$ cat src/rtl/rud_pkg.sv
// shared constants, state type and controller/datapath interface structs
package rud_pkg;

   localparam int WIDTH = 64;
   localparam int CNT_W = (WIDTH > 2) ? $clog2(WIDTH) : 1;
   localparam logic [CNT_W-1:0] CNT_LAST = CNT_W'(WIDTH - 1);

   typedef enum logic [1:0] {
      ST_IDLE,
      ST_RUN,
      ST_FINISH
   } state_type;

   // commands from controller to datapath
   typedef struct packed {
      logic load;
      logic step;
      logic publish;
   } cmd_type;

   // status from datapath to controller
   typedef struct packed {
      logic out_free;
   } status_type;

endpackage

$ cat src/rtl/rud_ctrl.sv
// sequencing state machine and step counter for the divider
module rud_ctrl (
   input  logic               clock,
   input  logic               reset,
   input  logic               req_valid,
   output logic               req_ready,
   input  rud_pkg::status_type status,
   output rud_pkg::cmd_type    cmd
);
   import rud_pkg::*;

   state_type        state_ff, state_in;
   logic [CNT_W-1:0] count_ff, count_in;

   always_ff @(posedge clock) begin
      if (reset) begin
         state_ff <= ST_IDLE;
         count_ff <= '0;
      end else begin
         state_ff <= state_in;
         count_ff <= count_in;
      end
   end

   // next state
   always_comb begin
      state_in = state_ff;
      unique case (state_ff)
         ST_IDLE: begin
            if (req_valid) state_in = ST_RUN;
         end
         ST_RUN: begin
            if (count_ff == '0) state_in = ST_FINISH;
         end
         ST_FINISH: begin
            if (status.out_free) state_in = req_valid ? ST_RUN : ST_IDLE;
         end
         default: state_in = ST_IDLE;
      endcase
   end

   // outputs
   always_comb begin
      req_ready   = 1'b0;
      cmd.load    = 1'b0;
      cmd.step    = 1'b0;
      cmd.publish = 1'b0;
      unique case (state_ff)
         ST_IDLE: begin
            req_ready = 1'b1;
            cmd.load  = req_valid;
         end
         ST_RUN: begin
            cmd.step = 1'b1;
         end
         ST_FINISH: begin
            req_ready   = status.out_free;
            cmd.publish = status.out_free;
            cmd.load    = status.out_free & req_valid;
         end
         default: begin
            req_ready = 1'b0;
         end
      endcase
   end

   // step counter
   always_comb begin
      count_in = count_ff;
      if (cmd.load) begin
         count_in = CNT_LAST;
      end else if (cmd.step && count_ff != '0) begin
         count_in = count_ff - CNT_W'(1);
      end
   end

   a_publish_free: assert property (@(posedge clock) disable iff (reset)
      cmd.publish |-> status.out_free)
      else $error("result published while output register occupied");

   a_load_starts: assert property (@(posedge clock) disable iff (reset)
      cmd.load |=> (state_ff == ST_RUN && count_ff == CNT_LAST))
      else $error("load did not start a full run");

   a_run_ends: assert property (@(posedge clock) disable iff (reset)
      (state_ff == ST_RUN && count_ff == '0) |=> state_ff == ST_FINISH)
      else $error("run did not end after last step");

endmodule

$ cat src/rtl/rud_dp.sv
// shift-subtract datapath with working registers and result register
module rud_dp (
   input  logic               clock,
   input  logic               reset,
   input  rud_pkg::cmd_type    cmd,
   output rud_pkg::status_type status,
   input  logic [63:0]        req_dividend,
   input  logic [63:0]        req_divisor,
   output logic               rsp_valid,
   input  logic               rsp_ready,
   output logic [63:0]        rsp_quotient,
   output logic [63:0]        rsp_remainder,
   output logic               rsp_divide_by_zero
);
   import rud_pkg::*;

   // working registers: dividend bits shift out the top, quotient bits in the bottom
   logic [WIDTH-1:0] numquo_ff, numquo_in;
   logic [WIDTH-1:0] rem_ff, rem_in;
   logic [WIDTH-1:0] den_ff;
   logic             dbz_ff;

   logic [63:0] quo_out_ff, rem_out_ff;
   logic        dbz_out_ff;
   logic        valid_ff, valid_in;

   logic [WIDTH-1:0] shifted;
   logic [WIDTH:0]   diff;
   logic             carry, fits;

   // one restoring step
   always_comb begin
      carry   = rem_ff[WIDTH-1];
      shifted = {rem_ff[WIDTH-2:0], numquo_ff[WIDTH-1]};
      diff    = {1'b0, shifted} - {1'b0, den_ff};
      fits    = carry | ~diff[WIDTH];
      rem_in    = fits ? diff[WIDTH-1:0] : shifted;
      numquo_in = {numquo_ff[WIDTH-2:0], fits};
   end

   always_ff @(posedge clock) begin
      if (cmd.load) begin
         numquo_ff <= req_dividend[WIDTH-1:0];
         den_ff    <= req_divisor[WIDTH-1:0];
         rem_ff    <= '0;
         dbz_ff    <= (req_divisor[WIDTH-1:0] == '0);
      end else if (cmd.step) begin
         numquo_ff <= numquo_in;
         rem_ff    <= rem_in;
      end
   end

   // result register
   always_ff @(posedge clock) begin
      if (cmd.publish) begin
         quo_out_ff <= dbz_ff ? 64'd0 : 64'(numquo_ff);
         rem_out_ff <= dbz_ff ? 64'd0 : 64'(rem_ff);
         dbz_out_ff <= dbz_ff;
      end
   end

   always_comb begin
      valid_in = valid_ff;
      if (cmd.publish) begin
         valid_in = 1'b1;
      end else if (rsp_ready) begin
         valid_in = 1'b0;
      end
   end

   always_ff @(posedge clock) begin
      if (reset) begin
         valid_ff <= 1'b0;
      end else begin
         valid_ff <= valid_in;
      end
   end

   assign status.out_free    = ~valid_ff | rsp_ready;
   assign rsp_valid          = valid_ff;
   assign rsp_quotient       = quo_out_ff;
   assign rsp_remainder      = rem_out_ff;
   assign rsp_divide_by_zero = dbz_out_ff;

   a_publish_shows: assert property (@(posedge clock) disable iff (reset)
      cmd.publish |=> rsp_valid)
      else $error("published result not shown");

   a_dbz_zero: assert property (@(posedge clock) disable iff (reset)
      (rsp_valid && rsp_divide_by_zero) |-> (rsp_quotient == '0 && rsp_remainder == '0))
      else $error("divide by zero result not cleared");

   a_rsp_held: assert property (@(posedge clock) disable iff (reset)
      (rsp_valid && !rsp_ready) |=> (rsp_valid && $stable(rsp_quotient)
         && $stable(rsp_remainder) && $stable(rsp_divide_by_zero)))
      else $error("stalled response changed");

endmodule

$ cat src/rtl/restoring_unsigned_divider.sv
// top level of the restoring unsigned divider
//
// usage:
//  - request channel (req_valid/req_ready) carries one transaction holding
//    req_dividend and req_divisor; only the low WIDTH bits are used
//  - response channel (rsp_valid/rsp_ready) returns rsp_quotient,
//    rsp_remainder and rsp_divide_by_zero, one response per request
//  - a zero divisor gives quotient and remainder of zero with the flag set
// timing:
//  - one quotient bit per cycle from a single shared subtractor, so a
//    division takes WIDTH steps after the accept cycle
//  - back-to-back requests overlap the hand-off: the next
//    request is accepted in the same cycle the finished result is loaded
//    into the response register
// reset: synchronous, active high; clears the controller and rsp_valid
// stall: a held response sits in the output register while the next
//   division runs; the new result then waits until rsp_ready frees it
module restoring_unsigned_divider (
   input  logic        clock,
   input  logic        reset,
   input  logic        req_valid,
   output logic        req_ready,
   input  logic [63:0] req_dividend,
   input  logic [63:0] req_divisor,
   output logic        rsp_valid,
   input  logic        rsp_ready,
   output logic [63:0] rsp_quotient,
   output logic [63:0] rsp_remainder,
   output logic        rsp_divide_by_zero
);
   import rud_pkg::*;

   // command and status buses between controller and datapath
   cmd_type    cmd;
   status_type status;

   // sequencer: accept, step count, result hand-off
   rud_ctrl u_ctrl (
      .clock     (clock),
      .reset     (reset),
      .req_valid (req_valid),
      .req_ready (req_ready),
      .status    (status),
      .cmd       (cmd)
   );

   // shift-subtract datapath plus response register
   rud_dp u_dp (
      .clock              (clock),
      .reset              (reset),
      .cmd                (cmd),
      .status             (status),
      .req_dividend       (req_dividend),
      .req_divisor        (req_divisor),
      .rsp_valid          (rsp_valid),
      .rsp_ready          (rsp_ready),
      .rsp_quotient       (rsp_quotient),
      .rsp_remainder      (rsp_remainder),
      .rsp_divide_by_zero (rsp_divide_by_zero)
   );

endmodule
$ cat config.mk
export PLATFORM = sky130hd
export DESIGN_NAME = restoring_unsigned_divider
export DESIGN_NICKNAME = d
export VERILOG_FILES = /design/src/rtl/rud_pkg.sv /design/src/rtl/rud_ctrl.sv /design/src/rtl/rud_dp.sv /design/src/rtl/restoring_unsigned_divider.sv
export SDC_FILE = /design/constraint.sdc
export NUM_CORES = 1
export LEC_CHECK = 0
export BUFFER_PORTS_ARGS = -buffer_cell sky130_fd_sc_hd__buf_2
export CAP_MARGIN = 10
export CORE_ASPECT_RATIO = 1.4
export CORE_MARGIN = 2
export CORE_UTILIZATION = 35
export CTS_CLUSTER_SIZE = 28
export DETAILED_ROUTE_END_ITERATION = 8
export PLACE_DENSITY = 0.54
export REMOVE_ABC_BUFFERS = 1
export SYNTH_ARGS = -nofsm -noshare
export SYNTH_HDL_FRONTEND = slang
export SYNTH_SLANG_ARGS = --single-unit
export TNS_END_PERCENT = 1
$ cat constraint.sdc
create_clock -name clock -period 10.71 [get_ports clock]
set_clock_uncertainty 0.15 [all_clocks]
set_input_delay 2.142 -clock clock [delete_from_list [all_inputs] [get_ports clock]]
set_output_delay 2.142 -clock clock [all_outputs]
set_load 0.005 [all_outputs]
==> flow_metrics.py, run 1 <==
metrics = {
    "outcome": {
        "status": "complete, no violations",
    },
    "synthesis": {
        "yosys_warnings": 0,
        "synth_edf_count": 258,
        "synth-seq-cells": 331,
        "synth_area_per_cell_um2": 10.5,
        "ys_seq_area_frac": 0.556,
        "ys_async_sr_fraction": 0,
        "synth_area_um2": 16600,
        "syn_inst": 1583,
        "synth_cell_type_count": 71,
        "synth_ff_type": "edfxtp_1",
    },
    "placed_design": {
        "dp_hpwl_mm": 32.1,
        "placed_area_um2": 18400,
        "dp.cells": 2399,
        "dp_slack_ns": 5.46,
        "gp_congestion": 0.911,
        "port_buffers": 262,
    },
    "die": {
        "num_rows": 94,
        "core_um2": 46900,
        "dieHeight_um": 261,
        "start_util": 0.353,
        "die_width_um": 188,
        "ios": 263,
        "die_area_um2": 49100,
    },
    "timing": {
        "whs_ns": 0.336,
        "timing.final.crit_share": 0.478,
        "fmax_mhz": 195,
        "setup_viol": 0,
        "slew_viol_final": 0,
        "finalSetupTns_ns": 0,
        "relSlewSlack": 0.318,
        "worst_slack_ns": 5.59,
        "tightest_slew_ns": 1.02,
        "rsz0062_at_grt": "false",
        "hold_viol_final": 0,
        "final.min_clock_period_ns": 5.12,
    },
    "cts": {
        "cts_root_buf": "clkbuf_16",
        "hold_buffers": 0,
        "clock_path_buffers": 3,
        "cts.sinks": 331,
        "cts_tree": "built",
        "cts_setup_buffers": 0,
        "cts_max_level": 2,
        "clk_latency_ns": 0.54,
        "clk_transition_reported_paths_ns": 0.07,
        "cts-resized-gates": 0,
        "cts_inserted_buffers": 35,
    },
    "final_layout": {
        "final_net_count": 2011,
        "final_cells": 2463,
        "final_common_cell": "nand2_1",
        "drive_above_1_share": 0.193,
        "fin_area_um2": 19600,
        "layout_common_cells": "nand2_1 (290), buf_2 (262), edfxtp_1 (258), nor2b_1 (133), a21oi_1 (105)",
        "final_util": 0.417,
        "nFillCells": 4575,
        "area_delta_synth_final_pct": 18.1,
    },
    "run": {
        "drv_cap": 0,
    },
    "power": {
        "power_mw": 4.25,
        "irDropWorstVdd_v": 0.000174,
        "powerDensity_nw_per_um2": 217,
        "cellLeakagePower_nw": 8.17,
    },
    "detailed_routing": {
        "wire_per_inst_um": 18.6,
        "totalWireLength_mm": 45.8,
        "route.detailed.drc": 0,
        "first_pass_iters": 5,
        "postRouteAntennaNets": 0,
        "drtIter0Drc": 589,
        "vias": 12400,
        "via_per_inst": 5.02,
    },
    "global_route": {
        "grt_usage": 0.185,
        "antenna_found_initial": 9,
        "grt_max_degree": 130,
        "gr-total-overflow": 0,
        "grt_pass1_vias": 12700,
        "grt_pass1_wl_mm": 71.2,
    },
    "worst_setup_path": {
        "start_kind": "primary input",
        "worstPathArrival_ns": 2.83,
        "crit_path_end_kind": "output pin",
        "critical_path_class": "in -> out",
        "cp_data_required_time_ns": 8.42,
        "worstPathMaxFanout": 3,
    },
    "hold_path": {
        "min_path_type": "reg -> reg",
    },
}
-- worst paths after layout --
| kind | startpoint | endpoint | slack [ns] | cells after the start |
|---|---|---|---|---|
| worst min-delay path | u_dp.rem_ff[52] | u_dp.rem_ff[52] | 0.34 | 2 |
| worst min register to register | u_dp.rem_ff[52] | u_dp.rem_ff[52] | 0.34 | 2 |
| worst max-delay path | rsp_ready | req_ready | 5.59 | 4 |
| worst max register to register | u_dp.numquo_ff[63] | u_dp.rem_ff[21] | 6.50 | 14 |
-- final cells by class --
type,count,area [µm²],area share
Clock buffer,41,920,0.0470
Sequential cell,331,9210,0.471
Antenna cell,1,2.50,0.000128
Tap cell,624,781,0.0399
Clock inverter,22,195,0.00998
Inverter,91,344,0.0176
Timing Repair Buffer,275,1420,0.0727
Multi-Input combinational cell,1078,6690,0.342
-- synthesized netlist by cell type (all sizes together), types with 8 or more instances --
| master | n | area, µm² |
|---|---|---|
| nand2 | 291 | 1090 |
| edfxtp | 258 | 7750 |
| nor2b | 133 | 832 |
| a21oi | 109 | 561 |
| o21ai | 102 | 518 |
| inv | 91 | 342 |
| dfxtp | 73 | 1460 |
| ha | 66 | 826 |
| clkbuf | 60 | 225 |
| nor2 | 52 | 203 |
| xnor2 | 41 | 359 |
| mux2i | 38 | 380 |
| nand4 | 32 | 206 |
| buf | 23 | 124 |
| xor2 | 22 | 193 |
| nor4 | 21 | 131 |
| o21bai | 19 | 143 |
| a21o | 18 | 135 |
| nand3 | 13 | 65.1 |
| nor3 | 12 | 65.1 |
| a22oi | 8 | 60.1 |
| a31oi | 8 | 56.3 |
| or3 | 8 | 50.1 |
-- cells by family after synthesis --
| logic type | Yosys count | share of synthesized area |
|---|---|---|
| AND/OR/NAND/NOR | 576 | 0.165 |
| AO/OA/AOI/OAI | 334 | 0.130 |
| flip-flops | 331 | 0.556 |
| buffers and inverters | 174 | 0.0417 |
| adder cells (fa/ha/maj) | 67 | 0.0510 |
| XOR/XNOR | 63 | 0.0333 |
| multiplexers | 38 | 0.0230 |
-- worst max-delay path, stage by stage --
cell and delay [ns]:
buf_2 0.10, nor2b_1 0.28, a21oi_1 0.16, buf_2 0.15
-- state kept, by name (all words and copies together), names as in the netlist --
| register | flops |
|---|---|
| u_dp.den_ff | 64 |
| u_ctrl.state_ff | 2 |
| u_dp.numquo_ff | 64 |
| u_dp.dbz_ff | 1 |
| u_dp.rsp_valid | 1 |
| u_dp.rem_ff | 64 |
| u_dp.rsp_remainder | 64 |
| u_dp.rsp_divide_by_zero | 1 |
| u_ctrl.count_ff | 6 |
| u_dp.rsp_quotient | 64 |
-- per-layer routing --
layer | vias up | routed length [µm] | track usage
met3 | 95 | 3190 | 0.0555
met4 | 16 | 1370 | 0.0615
met2 | 322 | 22500 | 0.328
met5 | - | 112 | 0
li1 | 6056 | - | -
met1 | 5886 | 18700 | 0.213
-- where the power goes --
part	total (mW)	internal [mW]	switching (mW)	leakage (nW)
sequential	1.70	1.57	0.131	3.04
combinational	1.33	0.534	0.799	4.58
clock	1.22	0.691	0.525	0.546
total	4.25	2.80	1.45	8.17
No activity file was read; power rests on OpenSTA's default activity.
==> run 2: changes to the inputs <==
==> constraint.sdc (replaced) <==
create_clock -name clock -period 5 [get_ports clock]
set_clock_uncertainty 0.15 [all_clocks]
set_input_delay 1 -clock clock [delete_from_list [all_inputs] [get_ports clock]]
set_output_delay 1 -clock clock [all_outputs]
set_load 0.005 [all_outputs]
==> run 2 against run 1 <==
Net effect: global-route usage increased by 0.17 points; critical endpoint is now u_dp.rem_ff[42]; wire length increased by 0.51%; die area unchanged; largest power group unchanged; sequential power increased by 110%.
==> flow_metrics.py, run 2 (same netlist as run 1, synthesis figures left out) <==
metrics = {
    "outcome": {
        "status": "complete, no violations",
    },
    "placed_design": {
        "dp.cells": 2405,
        "placed_area_um2": 18500,
        "dp_hpwl_mm": 33.4,
        "port_buffers": 262,
        "gp_congestion": 0.899,
    },
    "worst_setup_path": {
        "crit_family": "compound AO/OA/AOI/OAI gates",
        "worstPathMaxFanout": 30,
        "critical_path_class": "reg -> reg",
        "cp_num_buf_inv": 2,
        "cp_slowest_cell": "nor2_4",
        "rrSetupSlack_ns": 0.93,
        "cp_data_required_time_ns": 5.24,
        "crit_path_end_kind": "flop",
        "worstPathArrival_ns": 4.31,
        "start_kind": "flop",
        "cp_cell_sequence": "inv_1 -> ha_1 -> fa_1 -> nor2b_1 -> o2111ai_1 -> a21oi_2 -> o21ai_1 -> o21ai_2 -> a21oi_2 -> o32ai_4 -> nor2_4 -> buf_12 -> mux2i_1 -> o21ai_1",
        "slowest_delay_ns": 0.71,
    },
    "die": {
        "num_rows": 94,
        "dieHeight_um": 261,
        "core_um2": 46900,
        "start_util": 0.353,
        "die_area_um2": 49100,
        "ios": 263,
        "die_width_um": 188,
    },
    "timing": {
        "final.min_clock_period_ns": 4.07,
        "fmax_mhz": 246,
        "setup_viol": 0,
        "tightest_slew_ns": 0.975,
        "timing.final.crit_share": 0.814,
        "hold_viol_final": 0,
        "finalSetupTns_ns": 0,
        "relSlewSlack": 0.344,
        "slew_viol_final": 0,
        "rsz0062_at_grt": "false",
    },
    "power": {
        "comb_power_share": 0.314,
        "pwr-share-clk": 0.292,
        "swShare": 0.337,
        "p_int_mw": 6.13,
        "powerDensity_nw_per_um2": 469,
        "irDropWorstVdd_v": 0.000278,
        "switchingPower_mw": 3.12,
        "cellLeakagePower_nw": 8.24,
        "seq_power_share": 0.394,
    },
    "final_layout": {
        "final_net_count": 2018,
        "final_cells": 2472,
        "layout_common_cells": "nand2_1 (290), buf_2 (262), edfxtp_1 (258), nor2b_1 (133), a21oi_1 (105)",
        "final_common_cell": "nand2_1",
        "area_delta_synth_final_pct": 19.0,
        "drive_above_1_share": 0.197,
        "final_util": 0.420,
        "fin_area_um2": 19700,
    },
    "detailed_routing": {
        "drtIter0Drc": 535,
        "postRouteAntennaNets": 0,
        "wire_per_inst_um": 18.6,
        "first_pass_iters": 5,
        "via_per_inst": 5.00,
        "vias": 12400,
        "route.detailed.drc": 0,
        "totalWireLength_mm": 46.1,
    },
    "cts": {
        "clock_path_buffers": 3,
        "clk_latency_ns": 0.54,
        "cts_max_level": 2,
        "cts_root_buf": "clkbuf_16",
        "cts_setup_buffers": 0,
        "clk_transition_reported_paths_ns": 0.06,
        "cts-resized-gates": 0,
        "cts.sinks": 331,
        "cts_inserted_buffers": 36,
        "cts_tree": "built",
        "hold_buffers": 0,
    },
    "global_route": {
        "grt_pass1_vias": 12900,
        "grt_usage": 0.186,
        "grt_max_degree": 89,
        "gr-total-overflow": 0,
        "antenna_found_initial": 10,
        "grt_pass1_wl_mm": 71.6,
    },
    "hold_path": {
        "min_path_type": "reg -> reg",
    },
    "run": {
        "drv_cap": 0,
    },
}
[run 2: path summary, 6_finish.rpt]
kind                       from               to  cells past startpoint
max          u_dp.numquo_ff[63]  u_dp.rem_ff[42]                     14
min             u_dp.rem_ff[12]  u_dp.rem_ff[12]                      2
max reg2reg  u_dp.numquo_ff[63]  u_dp.rem_ff[42]                     14
min reg2reg     u_dp.rem_ff[12]  u_dp.rem_ff[12]                      2
[run 2: routing by layer]
metal,global-route usage,vias to the layer above,part of all wire
met1,0.208,5841,0.39
met5,0,-,0.0025
li1,-,6074,-
met4,0.0658,18,0.033
met2,0.331,342,0.49
met3,0.0638,84,0.079
[run 2: layout make-up]
class	instances	area, µm²
fillers	4590	27200
clock buffers	47	973
flip-flops and latches	331	9210
inverters	91	344
well taps	624	781
diodes	2	5.00
clock inverters	18	206
repair buffers	281	1500
multi-input cells	1078	6690
[run 2: worst reg2reg max path, stage by stage, from the launching register on]
cell and delay (ns):
edfxtp_1 0.40, inv_1 0.09, ha_1 0.18, fa_1 0.22, nor2b_1 0.07, o2111ai_1 0.26
a21oi_2 0.13, o21ai_1 0.25, o21ai_2 0.17, a21oi_2 0.41, o32ai_4 0.22, nor2_4 0.71
buf_12 0.34, mux2i_1 0.26, o21ai_1 0.08
[run 2: through the flow]
step	worst slack (ns)	hold slack, ns	power, mW
after floorplan	-4.34	0.303	5.74
after global placement	1.05	0.318	6.57
after detailed placement	0.898	0.330	6.60
after CTS	0.888	0.338	9.34
after global routing	0.572	0.365	9.79
final	0.932	0.334	9.25
[run 2: power groups by stage]
| stage | sequential, mW | combinational, mW | clock [mW] |
|---|---|---|---|
| 5_1_grt | 3.69 | 3.22 | 2.87 |
| 2_1_floorplan | 3.61 | 2.13 | 0 |
| 4_1_cts | 3.65 | 2.91 | 2.78 |
| 3_3_place_gp | 3.70 | 2.88 | 0 |
| 6_report | 3.64 | 2.90 | 2.70 |
| 3_5_place_dp | 3.70 | 2.90 | 0 |
